## src/hdl/pmlsc_pkg.sv

```systemverilog
package pmlsc_pkg;

    localparam int MV_W       = 14;
    localparam int MW_W       = 16;
    localparam int BOOST_W    = 8;
    localparam int MASK_W     = 32;
    localparam int CHARGE_W   = 14;
    localparam int REPORTED_W = 17;
    localparam int SWITCH_W   = 32;
    localparam int CFG_IDX_W  = 3;
    localparam int CFG_DATA_W = 32;

    typedef enum logic [1:0] {
        MODE_NOMINAL     = 2'd0,
        MODE_LOW_VOLTAGE = 2'd1,
        MODE_SAFE        = 2'd2,
        MODE_RECOVERY    = 2'd3
    } mode_t;

    localparam logic [CFG_IDX_W-1:0] REG_CRITICAL_LOW_MV = 3'd0;
    localparam logic [CFG_IDX_W-1:0] REG_RECOVERY_MV     = 3'd1;
    localparam logic [CFG_IDX_W-1:0] REG_SUNRISE_MW      = 3'd2;
    localparam logic [CFG_IDX_W-1:0] REG_DARK_MW         = 3'd3;
    localparam logic [CFG_IDX_W-1:0] REG_BOOST_TICKS     = 3'd4;
    localparam logic [CFG_IDX_W-1:0] REG_SHED_MASK       = 3'd5;

    localparam logic [MV_W-1:0]    RST_CRITICAL_LOW_MV = 14'd6800;
    localparam logic [MV_W-1:0]    RST_RECOVERY_MV     = 14'd7400;
    localparam logic [MW_W-1:0]    RST_SUNRISE_MW      = 16'd500;
    localparam logic [MW_W-1:0]    RST_DARK_MW         = 16'd100;
    localparam logic [BOOST_W-1:0] RST_BOOST_TICKS     = 8'd50;
    localparam logic [MASK_W-1:0]  RST_SHED_MASK       = 32'd6;

    // charge = floor((mv - 6000) * 25 / 6), via reciprocal 25 * 2^20 / 6 rounded up
    localparam logic [MV_W-1:0]     SOC_MIN_MV  = 14'd6000;
    localparam logic [MV_W-1:0]     SOC_MAX_MV  = 14'd8400;
    localparam logic [CHARGE_W-1:0] SOC_FULL    = 14'd10000;
    localparam int                  SOC_DELTA_W = 12;
    localparam int                  SOC_RECIP_W = 23;
    localparam logic [SOC_RECIP_W-1:0] SOC_RECIP = 23'd4369067;
    localparam int                  SOC_SHIFT   = 20;

    // boosted = floor(p * 9 / 5), via reciprocal 9 * 2^20 / 5 rounded up
    localparam int                      BOOST_RECIP_W = 21;
    localparam logic [BOOST_RECIP_W-1:0] BOOST_RECIP  = 21'd1887437;
    localparam int                      BOOST_SHIFT   = 20;

    typedef struct packed {
        logic [MV_W-1:0]    critical_low_mv;
        logic [MV_W-1:0]    recovery_mv;
        logic [MW_W-1:0]    sunrise_mw;
        logic [MW_W-1:0]    dark_mw;
        logic [BOOST_W-1:0] boost_ticks;
        logic [MASK_W-1:0]  shed_mask;
    } cfg_t;

    typedef struct packed {
        logic [MV_W-1:0] bus_voltage_mv;
        logic [MW_W-1:0] solar_power_mw;
    } item_t;

    typedef struct packed {
        mode_t                mode;
        logic [CHARGE_W-1:0]  charge_level;
        logic [REPORTED_W-1:0] reported_solar_mw;
        logic [SWITCH_W-1:0]  load_switches;
        logic                 safe_active;
        logic                 fault_raised;
        logic                 boosting;
    } result_t;

endpackage

```

## src/hdl/pmlsc_if.sv

```systemverilog
interface pmlsc_item_if;
    import pmlsc_pkg::*;

    logic            valid;
    logic            ready;
    logic [MV_W-1:0] bus_voltage_mv;
    logic [MW_W-1:0] solar_power_mw;

    modport source (output valid, output bus_voltage_mv, output solar_power_mw, input ready);
    modport sink   (input valid, input bus_voltage_mv, input solar_power_mw, output ready);
endinterface

interface pmlsc_result_if;
    import pmlsc_pkg::*;

    logic                  valid;
    logic                  ready;
    logic [1:0]            mode;
    logic [CHARGE_W-1:0]   charge_level;
    logic [REPORTED_W-1:0] reported_solar_mw;
    logic [SWITCH_W-1:0]   load_switches;
    logic                  safe_active;
    logic                  fault_raised;
    logic                  boosting;

    modport source (
        output valid, output mode, output charge_level, output reported_solar_mw,
        output load_switches, output safe_active, output fault_raised, output boosting,
        input ready
    );
    modport sink (
        input valid, input mode, input charge_level, input reported_solar_mw,
        input load_switches, input safe_active, input fault_raised, input boosting,
        output ready
    );
endinterface

interface pmlsc_cfg_if;
    import pmlsc_pkg::*;

    logic                  valid;
    logic                  ready;
    logic [CFG_IDX_W-1:0]  index;
    logic [CFG_DATA_W-1:0] data;

    modport source (output valid, output index, output data, input ready);
    modport sink   (input valid, input index, input data, output ready);
endinterface

```

## src/hdl/pmlsc_cfg_regs.sv

```systemverilog
module pmlsc_cfg_regs (
    input  logic            clk,
    input  logic            rst_n,
    pmlsc_cfg_if.sink       cfg,
    output pmlsc_pkg::cfg_t regs
);
    import pmlsc_pkg::*;

    cfg_t regs_reg;
    cfg_t regs_next;

    assign cfg.ready = 1'b1;
    assign regs      = regs_reg;

    always_comb
    begin
        regs_next = regs_reg;
        if (cfg.valid && cfg.ready)
        begin
            unique case (cfg.index)
                REG_CRITICAL_LOW_MV: regs_next.critical_low_mv = cfg.data[MV_W-1:0];
                REG_RECOVERY_MV:     regs_next.recovery_mv     = cfg.data[MV_W-1:0];
                REG_SUNRISE_MW:      regs_next.sunrise_mw      = cfg.data[MW_W-1:0];
                REG_DARK_MW:         regs_next.dark_mw         = cfg.data[MW_W-1:0];
                REG_BOOST_TICKS:     regs_next.boost_ticks     = cfg.data[BOOST_W-1:0];
                REG_SHED_MASK:       regs_next.shed_mask       = cfg.data[MASK_W-1:0];
                default:             regs_next = regs_reg;
            endcase
        end
    end

    always_ff @(posedge clk or negedge rst_n)
    begin
        if (!rst_n)
        begin
            regs_reg.critical_low_mv <= RST_CRITICAL_LOW_MV;
            regs_reg.recovery_mv     <= RST_RECOVERY_MV;
            regs_reg.sunrise_mw      <= RST_SUNRISE_MW;
            regs_reg.dark_mw         <= RST_DARK_MW;
            regs_reg.boost_ticks     <= RST_BOOST_TICKS;
            regs_reg.shed_mask       <= RST_SHED_MASK;
        end
        else
        begin
            regs_reg <= regs_next;
        end
    end

endmodule

```

## src/hdl/pmlsc_step.sv

```systemverilog
module pmlsc_step #(
    parameter int SWITCH_BITS = 32
) (
    input  logic               clk,
    input  logic               rst_n,
    input  logic               fire,
    input  pmlsc_pkg::item_t   item,
    input  pmlsc_pkg::cfg_t    regs,
    output pmlsc_pkg::result_t result
);
    import pmlsc_pkg::*;

    localparam int SOC_PROD_W   = SOC_DELTA_W + SOC_RECIP_W;
    localparam int BOOST_PROD_W = MW_W + BOOST_RECIP_W;

    mode_t                  mode_reg, mode_next;
    logic [MW_W-1:0]        prev_solar_reg;
    logic [BOOST_W-1:0]     boost_left_reg, boost_left_next;
    logic [SWITCH_BITS-1:0] switch_reg, switch_next;
    logic                   safe_flag_reg, safe_flag_next;

    logic                   sunrise;
    logic [BOOST_W-1:0]     boost_cur;
    logic                   boosting;
    logic                   fault;
    logic [SWITCH_BITS-1:0] mask;
    logic [SOC_DELTA_W-1:0] soc_delta;
    logic [SOC_PROD_W-1:0]  soc_prod;
    logic [CHARGE_W-1:0]    charge;
    logic [BOOST_PROD_W-1:0] boost_prod;
    logic [REPORTED_W-1:0]  reported;

    assign mask = SWITCH_BITS'(regs.shed_mask);

    // charge level
    assign soc_delta = SOC_DELTA_W'(item.bus_voltage_mv - SOC_MIN_MV);
    assign soc_prod  = SOC_PROD_W'(soc_delta) * SOC_PROD_W'(SOC_RECIP);

    always_comb
    begin
        priority if (item.bus_voltage_mv >= SOC_MAX_MV)
            charge = SOC_FULL;
        else if (item.bus_voltage_mv <= SOC_MIN_MV)
            charge = '0;
        else
            charge = CHARGE_W'(soc_prod >> SOC_SHIFT);
    end

    // sunrise and boost
    assign sunrise    = (item.solar_power_mw > regs.sunrise_mw) &&
                        (prev_solar_reg <= regs.dark_mw);
    assign boost_cur  = sunrise ? regs.boost_ticks : boost_left_reg;
    assign boosting   = (boost_cur != '0);
    assign boost_left_next = boosting ? boost_cur - 1'b1 : boost_cur;
    assign boost_prod = BOOST_PROD_W'(item.solar_power_mw) * BOOST_PROD_W'(BOOST_RECIP);
    assign reported   = boosting ? REPORTED_W'(boost_prod >> BOOST_SHIFT)
                                 : REPORTED_W'(item.solar_power_mw);

    // mode machine
    always_comb
    begin
        mode_next      = mode_reg;
        switch_next    = switch_reg;
        safe_flag_next = safe_flag_reg;
        fault          = 1'b0;
        unique case (mode_reg)
            MODE_NOMINAL:
            begin
                if (item.bus_voltage_mv < regs.critical_low_mv)
                begin
                    mode_next = MODE_LOW_VOLTAGE;
                    fault     = 1'b1;
                end
            end
            MODE_LOW_VOLTAGE:
            begin
                switch_next    = switch_reg & ~mask;
                mode_next      = MODE_SAFE;
                safe_flag_next = 1'b1;
            end
            MODE_SAFE:
            begin
                if (item.bus_voltage_mv >= regs.recovery_mv)
                begin
                    switch_next    = switch_reg | mask;
                    mode_next      = MODE_RECOVERY;
                    safe_flag_next = 1'b0;
                end
            end
            MODE_RECOVERY:
            begin
                mode_next = MODE_NOMINAL;
            end
            default:
            begin
                mode_next = MODE_NOMINAL;
            end
        endcase
    end

    always_ff @(posedge clk or negedge rst_n)
    begin
        if (!rst_n)
        begin
            mode_reg       <= MODE_NOMINAL;
            prev_solar_reg <= '0;
            boost_left_reg <= '0;
            switch_reg     <= '1;
            safe_flag_reg  <= 1'b0;
        end
        else if (fire)
        begin
            mode_reg       <= mode_next;
            prev_solar_reg <= item.solar_power_mw;
            boost_left_reg <= boost_left_next;
            switch_reg     <= switch_next;
            safe_flag_reg  <= safe_flag_next;
        end
    end

    always_comb
    begin
        result.mode              = mode_next;
        result.charge_level      = charge;
        result.reported_solar_mw = reported;
        result.load_switches     = SWITCH_W'(switch_next);
        result.safe_active       = safe_flag_next;
        result.fault_raised      = fault;
        result.boosting          = boosting;
    end

    a_safe_flag_tracks_mode: assert property (@(posedge clk) disable iff (!rst_n)
        safe_flag_reg == (mode_reg == MODE_SAFE))
        else $error("safe flag out of step with mode");

    a_fault_enters_low: assert property (@(posedge clk) disable iff (!rst_n)
        fire && result.fault_raised |=> mode_reg == MODE_LOW_VOLTAGE)
        else $error("fault without entry to low voltage");

endmodule

```

## src/hdl/power_mode_load_shed_controller_core.sv

```systemverilog
// Power mode and load shed controller. Each input transaction is one tick: bus voltage
// (mV) and solar power (mW). One result transaction comes out per tick with state of
// charge, solar power (x9/5 while the post-sunrise boost runs), the mode after the tick,
// the load switch register, the safe flag and a one-tick fault flag. Result valid rises
// once the registered input stage advances into the result register, which waits while a
// held result is not taken; one tick per cycle is accepted when the result side does not
// stall, with the mode/boost state update combinational between the input and result regs.
// Configuration writes take effect on the next processed tick and are accepted every cycle.
module power_mode_load_shed_controller_core #(
    parameter int SWITCH_BITS = 32
) (
    input  logic          clk,
    input  logic          rst_n,
    pmlsc_cfg_if.sink     cfg,
    pmlsc_item_if.sink    item,
    pmlsc_result_if.source result
);
    import pmlsc_pkg::*;

    cfg_t    regs;
    item_t   item_reg, item_next;
    logic    item_valid_reg, item_valid_next;
    result_t result_reg, result_next;
    logic    result_valid_reg, result_valid_next;
    result_t step_result;
    logic    advance;

    pmlsc_cfg_regs u_cfg_regs (
        .clk   (clk),
        .rst_n (rst_n),
        .cfg   (cfg),
        .regs  (regs)
    );

    pmlsc_step #(
        .SWITCH_BITS (SWITCH_BITS)
    ) u_step (
        .clk    (clk),
        .rst_n  (rst_n),
        .fire   (advance),
        .item   (item_reg),
        .regs   (regs),
        .result (step_result)
    );

    assign advance    = item_valid_reg && (!result_valid_reg || result.ready);
    assign item.ready = !item_valid_reg || advance;

    always_comb
    begin
        item_next         = item_reg;
        item_valid_next   = item_valid_reg;
        result_next       = result_reg;
        result_valid_next = result_valid_reg;
        if (result_valid_reg && result.ready)
            result_valid_next = 1'b0;
        if (advance)
        begin
            result_next       = step_result;
            result_valid_next = 1'b1;
            item_valid_next   = 1'b0;
        end
        if (item.valid && item.ready)
        begin
            item_next.bus_voltage_mv = item.bus_voltage_mv;
            item_next.solar_power_mw = item.solar_power_mw;
            item_valid_next          = 1'b1;
        end
    end

    always_ff @(posedge clk or negedge rst_n)
    begin
        if (!rst_n)
        begin
            item_valid_reg   <= 1'b0;
            result_valid_reg <= 1'b0;
        end
        else
        begin
            item_valid_reg   <= item_valid_next;
            result_valid_reg <= result_valid_next;
        end
    end

    always_ff @(posedge clk)
    begin
        item_reg   <= item_next;
        result_reg <= result_next;
    end

    assign result.valid             = result_valid_reg;
    assign result.mode              = result_reg.mode;
    assign result.charge_level      = result_reg.charge_level;
    assign result.reported_solar_mw = result_reg.reported_solar_mw;
    assign result.load_switches     = result_reg.load_switches;
    assign result.safe_active       = result_reg.safe_active;
    assign result.fault_raised      = result_reg.fault_raised;
    assign result.boosting          = result_reg.boosting;

    a_accept_loads_stage: assert property (@(posedge clk) disable iff (!rst_n)
        item.valid && item.ready |=> item_valid_reg)
        else $error("accepted transaction not held in input stage");

    a_advance_fills_result: assert property (@(posedge clk) disable iff (!rst_n)
        advance |=> result_valid_reg)
        else $error("processed tick did not produce a result");

endmodule

```

## src/flat_wrapper.sv

```systemverilog
// flat-port wrapper written by rule: the top's interface ports become plain ports
module power_mode_load_shed_controller_core_flat import pmlsc_pkg::*;
#(
    parameter int SWITCH_BITS = 32
)
  (clk, rst_n, cfg_valid, cfg_index, cfg_data, cfg_ready, item_valid, item_bus_voltage_mv, item_solar_power_mw, item_ready, result_valid, result_mode, result_charge_level, result_reported_solar_mw, result_load_switches, result_safe_active, result_fault_raised, result_boosting, result_ready);
  pmlsc_cfg_if cfg_i ();
  pmlsc_item_if item_i ();
  pmlsc_result_if result_i ();
  input  logic clk;
  input  logic rst_n;
  input wire logic [$bits(cfg_i.valid)-1:0] cfg_valid;
  input wire logic [$bits(cfg_i.index)-1:0] cfg_index;
  input wire logic [$bits(cfg_i.data)-1:0] cfg_data;
  output wire logic [$bits(cfg_i.ready)-1:0] cfg_ready;
  input wire logic [$bits(item_i.valid)-1:0] item_valid;
  input wire logic [$bits(item_i.bus_voltage_mv)-1:0] item_bus_voltage_mv;
  input wire logic [$bits(item_i.solar_power_mw)-1:0] item_solar_power_mw;
  output wire logic [$bits(item_i.ready)-1:0] item_ready;
  output wire logic [$bits(result_i.valid)-1:0] result_valid;
  output wire logic [$bits(result_i.mode)-1:0] result_mode;
  output wire logic [$bits(result_i.charge_level)-1:0] result_charge_level;
  output wire logic [$bits(result_i.reported_solar_mw)-1:0] result_reported_solar_mw;
  output wire logic [$bits(result_i.load_switches)-1:0] result_load_switches;
  output wire logic [$bits(result_i.safe_active)-1:0] result_safe_active;
  output wire logic [$bits(result_i.fault_raised)-1:0] result_fault_raised;
  output wire logic [$bits(result_i.boosting)-1:0] result_boosting;
  input wire logic [$bits(result_i.ready)-1:0] result_ready;
  assign cfg_i.valid = cfg_valid;
  assign cfg_i.index = cfg_index;
  assign cfg_i.data = cfg_data;
  assign cfg_ready = cfg_i.ready;
  assign item_i.valid = item_valid;
  assign item_i.bus_voltage_mv = item_bus_voltage_mv;
  assign item_i.solar_power_mw = item_solar_power_mw;
  assign item_ready = item_i.ready;
  assign result_valid = result_i.valid;
  assign result_mode = result_i.mode;
  assign result_charge_level = result_i.charge_level;
  assign result_reported_solar_mw = result_i.reported_solar_mw;
  assign result_load_switches = result_i.load_switches;
  assign result_safe_active = result_i.safe_active;
  assign result_fault_raised = result_i.fault_raised;
  assign result_boosting = result_i.boosting;
  assign result_i.ready = result_ready;
  power_mode_load_shed_controller_core #(.SWITCH_BITS(SWITCH_BITS)) u_core (.clk(clk), .rst_n(rst_n), .cfg(cfg_i), .item(item_i), .result(result_i));
endmodule
```

## config.mk

```make
export PLATFORM = sky130hd
export DESIGN_NAME = power_mode_load_shed_controller_core_flat
export DESIGN_NICKNAME = d
export VERILOG_FILES = /design/src/hdl/pmlsc_pkg.sv /design/src/hdl/pmlsc_if.sv /design/src/hdl/pmlsc_cfg_regs.sv /design/src/hdl/pmlsc_step.sv /design/src/hdl/power_mode_load_shed_controller_core.sv /design/src/flat_wrapper.sv
export SDC_FILE = /design/constraint.sdc
export NUM_CORES = 1
export LEC_CHECK = 0
export BUFFER_PORTS_ARGS = -buffer_cell sky130_fd_sc_hd__buf_2
export CORE_MARGIN = 2
export CORE_UTILIZATION = 50
export CTS_CLUSTER_DIAMETER = 100
export DETAILED_ROUTE_END_ITERATION = 7
export GPL_TIMING_DRIVEN = 1
export PLACE_DENSITY = 0.68
export SLEW_MARGIN = 20
export SYNTH_ARGS = -nofsm -noshare
export SYNTH_HDL_FRONTEND = slang
export SYNTH_SLANG_ARGS = --single-unit
```

## constraint.sdc

```tcl
create_clock -name clk -period 9 [get_ports clk]
set_clock_uncertainty 0.2 [all_clocks]
set_input_delay 0.9 -clock clk [delete_from_list [all_inputs] [get_ports clk]]
set_output_delay 0.9 -clock clk [all_outputs]
set_load 0.1 [all_outputs]
```

**After elaboration in Yosys (flattened, before gate mapping)**

Cells that the tools add are included.
Widths: inputs -> output; s select.

- Output and inout bits: 71
- Bits in registers: 259
- Word-level logic and storage cells: 81
- Input bits: 70

- Multiply operators: 2
- Reductions and logical operators: 20
- Multiplexer cells: 16
- Eq/ne operators: 8
- Bitwise operators: 3
- Add/subtract/negate cells: 2
- Magnitude comparators: 6

Operators with widths:

| kind | number |
|---|---|
| $pmux 32 s2 | 1 |
| $mul 16x21->37 const B | 1 |
| $mul 12x23->34 const B | 1 |
| $and 32x32->32 | 1 |
| $mux 32 | 1 |
| $not 32->32 | 1 |
| $or 32x32->32 | 1 |
| $gt 16x16->1 | 1 |
| $le 16x16->1 | 1 |
| $mux 16 | 1 |
| $mux 8 | 2 |
| $ge 14x14->1 | 1 |
| $ge 14x14->1 const B | 1 |
| $le 14x13->1 const B | 1 |
| $lt 14x14->1 | 1 |
| $mux 14 | 1 |
| $reduce_and 2->1 | 6 |
| $sub 12x11->12 const B | 1 |
| $pmux 2 s4 | 1 |
| $reduce_bool 8->1 | 1 |
| $sub 8x1->8 const B | 1 |
| $eq 3x2->1 const B | 2 |
| $eq 3x3->1 const B | 2 |
| $mux 1 | 6 |
| other kinds (12) | 20 |

**Depth between registers and ports, before layout**

- Depth after elaboration: 6
- Mapped depth: 23
- Depth with buffers taken out: 23

**By module**

A second synthesis with hierarchy kept.

- Cell total of the unflattened synthesis: 1858
- Area total of the unflattened synthesis: 20639.8 um^2

By module, submodules not included:

| module | instances | cells an instance | area an instance (um^2) | sequential area each (um^2) |
|---|---|---|---|---|
| pmlsc_step | 1 | 1534 | 13753.2 | 1516.5 |
| pmlsc_cfg_regs | 1 | 218 | 3839.9 | 2534.9 |
| power_mode_load_shed_controller_core | 1 | 106 | 3046.7 | 2992.9 |

**Least setup slack after synthesis**

No wires, ideal clock.

- Kind: register to register
- Start point: register u_core.item_reg[20] (netlist name)
- End point: register u_core.result_reg (netlist bit u_core.result.charge_level[8]) (data pin)
- Path buffers: 0
- Arrival: 5869 ps
- Cell stages (with the launch flop): 23
- Path slack: 2634 ps
- Path through: edfxtp_1 > and3_1 > o21ai_0 > nor2_1 > xnor2_1 > ha_1 > inv_1 > fa_1 > inv_1 > fa_1 > inv_1 > fa_1 > inv_1 > fa_1 > ha_1 > nand4_1 > or3_1 > a221o_1 > nand3b_1 > nand4_1 > a21oi_1 > mux2i_1 > o311ai_0

- Longest elaborated chain between the ends: 3
- Elaborated cells between the ends (all ways): 5
- Classes of those cells: 1 x add/sub; 1 x mul; 2 x order compare; 1 x mux

RTL lines:

| item | RTL line | text |
|---|---|---|
| from (decl) | power_mode_load_shed_controller_core.sv:21 | `item_t item_reg, item_next;` |
| from (signal assigned) | power_mode_load_shed_controller_core.sv:87 | `item_reg <= item_next;` |
| $sub 12x11->12 | pmlsc_step.sv:36 | `assign soc_delta = SOC_DELTA_W'(item.bus_voltage_mv - SOC_MIN_MV);` |
| $mul 12x23->34 | pmlsc_step.sv:37 | `assign soc_prod = SOC_PROD_W'(soc_delta) * SOC_PROD_W'(SOC_RECIP);` |
| $mux 14 | pmlsc_step.sv:43 | `else if (item.bus_voltage_mv <= SOC_MIN_MV)` |
| to (signal assigned) | power_mode_load_shed_controller_core.sv:88 | `result_reg <= result_next;` |
| to (decl) | power_mode_load_shed_controller_core.sv:23 | `result_t result_reg, result_next;` |

Parallel ways exist; a longest one is shown, timed or not.
A chain may end at the register's enable or synchronous reset.

**Worst setup path in the final report**

- Start point: register u_core.item_reg[20] (netlist name)
- End point: register u_core.result_reg (netlist bit u_core.result.charge_level[13]) (data pin)

The elaborated chain is that of the path after synthesis.

==> flow_metrics.py <==
metrics = {
    "flow_run": {
        "cap_violations": 0,
    },
    "min_path": {
        "hold_class": "in -> async",
    },
    "logic_synthesis": {
        "yosysMostFrequentCell": "inv_1",
        "synth_area_leader_cell": "ha_1",
        "synth_cell_types": 72,
        "synth_edf_count": 98,
        "yosys_warnings": 0,
        "synth_area_sq_um": 20180,
        "synth_top_area_share_pct": 18.04,
        "synth_flop_cell": "dfrtp_1",
        "netlist_top_cells_area": "ha_1 18%, fa_1 15%, edfxtp_1 15%",
        "ys_ff_latch": 259,
        "synthArstFlopShare_pct": 62.16,
        "synthCells": 1878,
        "synth-seq-area-share_pct": 34.90,
        "syn_nets": 2387,
        "synth_common_cells": "339 x inv_1, 291 x ha_1, 161 x nand2_1",
        "synth_area_per_cell_sq_um": 10.75,
    },
    "cts": {
        "clk_latency_ns": 0.55,
        "cts.clk_slew.worst_paths_ns": 0.06,
        "cts_setup_buffers": 0,
        "postCtsHoldBufs": 0,
        "cts.sinks": 259,
        "clock_path_buffers": 3,
        "cts_tree": "built",
        "clk_root_buffer_cell": "clkbuf_16",
        "post_cts_resized": 0,
        "cts_buffers": 34,
        "cts_max_level": 2,
    },
    "sta": {
        "setup_viol": 0,
        "tightest_slew_ns": 1.036,
        "finalCriticalPeriod_ns": 7.067,
        "finalSetupTns_ns": 0,
        "final-max-slew-violation-count": 0,
        "rsz0062_at_grt": "false",
        "max_freq_mhz": 141.5,
        "min_period_over_period_pct": 78.52,
        "timing.max_slew.rel_slack_pct": 30.67,
        "hold_viol": 0,
    },
    "cells_and_area": {
        "area_delta_synth_final_pct": 11.97,
        "finish.net_count": 2528,
        "largest_reg_flops": 100,
        "multi_input_area_sq_um": 11720,
        "final-seq-area_sq_um": 7044,
        "fill_cells": 3472,
        "postLayoutCoreUtil_pct": 56.75,
        "drive_above_1_share_pct": 17.56,
    },
    "placed_design": {
        "port_buffers": 139,
        "gp_congestion": 0.8979,
        "post-dp-hpwl_um": 35390,
    },
    "floorplanning": {
        "coreArea_sq_um": 39820,
        "dieArea_sq_um": 41990,
        "boundaryPins": 141,
        "initial_core_util_pct": 50.68,
        "die_w_um": 204.9,
        "die_h_um": 204.9,
        "rows": 73,
    },
    "drt": {
        "wl_per_cell_um": 18.17,
        "dr.pass1.iters": 5,
        "finalWirelength_um": 46740,
        "antenna_left": 0,
        "viasPerCell": 5.431,
        "via_count": 13970,
        "drt_iter0_markers": 775,
        "drc": 0,
    },
    "worst_setup_path": {
        "rrSetupSlack_ns": 1.93,
        "slowest_delay_ns": 0.60,
        "worstPathMaxFanout": 9,
        "crit_path_end_kind": "flop",
        "start_kind": "flop",
        "crit_type": "reg -> reg",
        "crit_chain": "and3_1 > o21ai_0 > nor2_1 > xnor2_1 > ha_1 > inv_1 > fa_1 > inv_1 > fa_1 > inv_1 > fa_1 > inv_1 > fa_1 > ha_1 > a211oi_1 > o21ai_0 > a31oi_1 > nand3b_1 > a31oi_1 > o221ai_1 > xnor2_1 > o21ai_0",
        "critPathArrivalTime_ns": 7.11,
        "slowest_stage": "fa_1",
        "cp.required_ns": 9.04,
    },
    "outcome": {
        "status": "complete, no violations",
    },
    "grt": {
        "overflow": 0,
        "grt_max_degree": 85,
        "track_usage_pct": 23.37,
        "grt_pass1_vias": 14610,
        "grt_pass1_wl_um": 76780,
        "antenna_found_initial": 0,
    },
}
## routing by layer
metal	global-route usage [%]	vias up	part of all wire, %
li1	-	6673	-
met1	31.21	6930	44
met2	39.76	291	49
met3	2.991	75	4.2
met4	7.117	0	2.7
met5	0	-	0
## layout make-up
class	count	area share [%]
Multi-Input combinational cell	1234	51.86
Inverter	340	5.653
Clock inverter	16	0.7253
Clock buffer	46	4.191
Sequential cell	259	31.17
Antenna cell	2	0.02215
Timing Repair Buffer	150	3.471
Tap cell	525	2.907
## critical path: cells and delay by family, from the launching register on
kind            cells  cell delay [ns]
buf+inv             4             0.36
fa+ha+maj           6             2.72
compound gates      7             1.80
xor+xnor            2             0.53
flops               1             0.54
simple gates        3             0.62
## placed cells by master (no fill, tap or decap), types with 5 or more instances in the layout
| master | count |
|---|---|
| edfxtp_1 | 98 |
| clkbuf_16 | 35 |
| o21a_1 | 8 |
| dfstp_2 | 58 |
| fa_1 | 148 |
| nand3_1 | 19 |
| nand3b_1 | 6 |
| a22o_1 | 48 |
| o21ai_0 | 128 |
| inv_1 | 338 |
| a31oi_1 | 14 |
| ha_1 | 291 |
| dfrtp_1 | 103 |
| buf_4 | 11 |
| o31ai_1 | 7 |
| mux2_2 | 60 |
| nor3_1 | 19 |
| nor3b_1 | 5 |
| nand2_1 | 160 |
| buf_2 | 138 |
| xnor2_1 | 31 |
| a21o_1 | 29 |
| and3_1 | 8 |
| nor2_1 | 41 |
| and4_1 | 5 |
| o211ai_1 | 7 |
| xor2_1 | 7 |
| a21bo_2 | 17 |
| mux2i_1 | 5 |
| nand4_1 | 15 |
| nand2b_1 | 25 |
| nor2b_1 | 7 |
| clkbuf_1 | 8 |
| clkinv_2 | 5 |
| a21oi_1 | 46 |
## worst paths after layout
path / start / end / cells after the start
hold / removal: rst_n / u_core.u_cfg_regs.regs[31] / 1
setup reg to reg: u_core.item_reg[20] / u_core.result.charge_level[13] / 22
min in group clk: u_core.u_step.boost_left_reg[0] / u_core.u_step.boost_left_reg[0] / 2
hold reg to reg: u_core.u_step.boost_left_reg[0] / u_core.u_step.boost_left_reg[0] / 2
setup / recovery: u_core.item_reg[20] / u_core.result.charge_level[13] / 22
max in group asynchronous: rst_n / u_core.u_cfg_regs.regs[96] / 2
## logic make-up after synthesis
family	Yosys count	share of synthesized area, %
XOR/XNOR	38	1.649
AO/OA/AOI/OAI	354	11.71
multiplexers	68	3.819
AND/OR/NAND/NOR	334	7.910
other	1	0.01858
adder cells (fa/ha/maj)	439	32.72
flip-flops	259	34.90
buffers and inverters	385	7.272
## stage by stage
step           hold slack, ns  std cells  instance area (sq um)  setup slack [ns]
6_report               0.2032       2572                  22600             1.933
5_1_grt                0.2475       2570                  22590             1.517
4_1_cts                0.2229       2570                  22590             1.953
2_1_floorplan          0.2528       1878                  20180             2.634
3_5_place_dp           0.2855       2508                  21480             1.974
3_3_place_gp           0.2674       2508                  21480             2.108
Power is left out: the tool's default activity adds up to more than one toggle a clock period on the data nets, which glitch-free logic cannot reach.
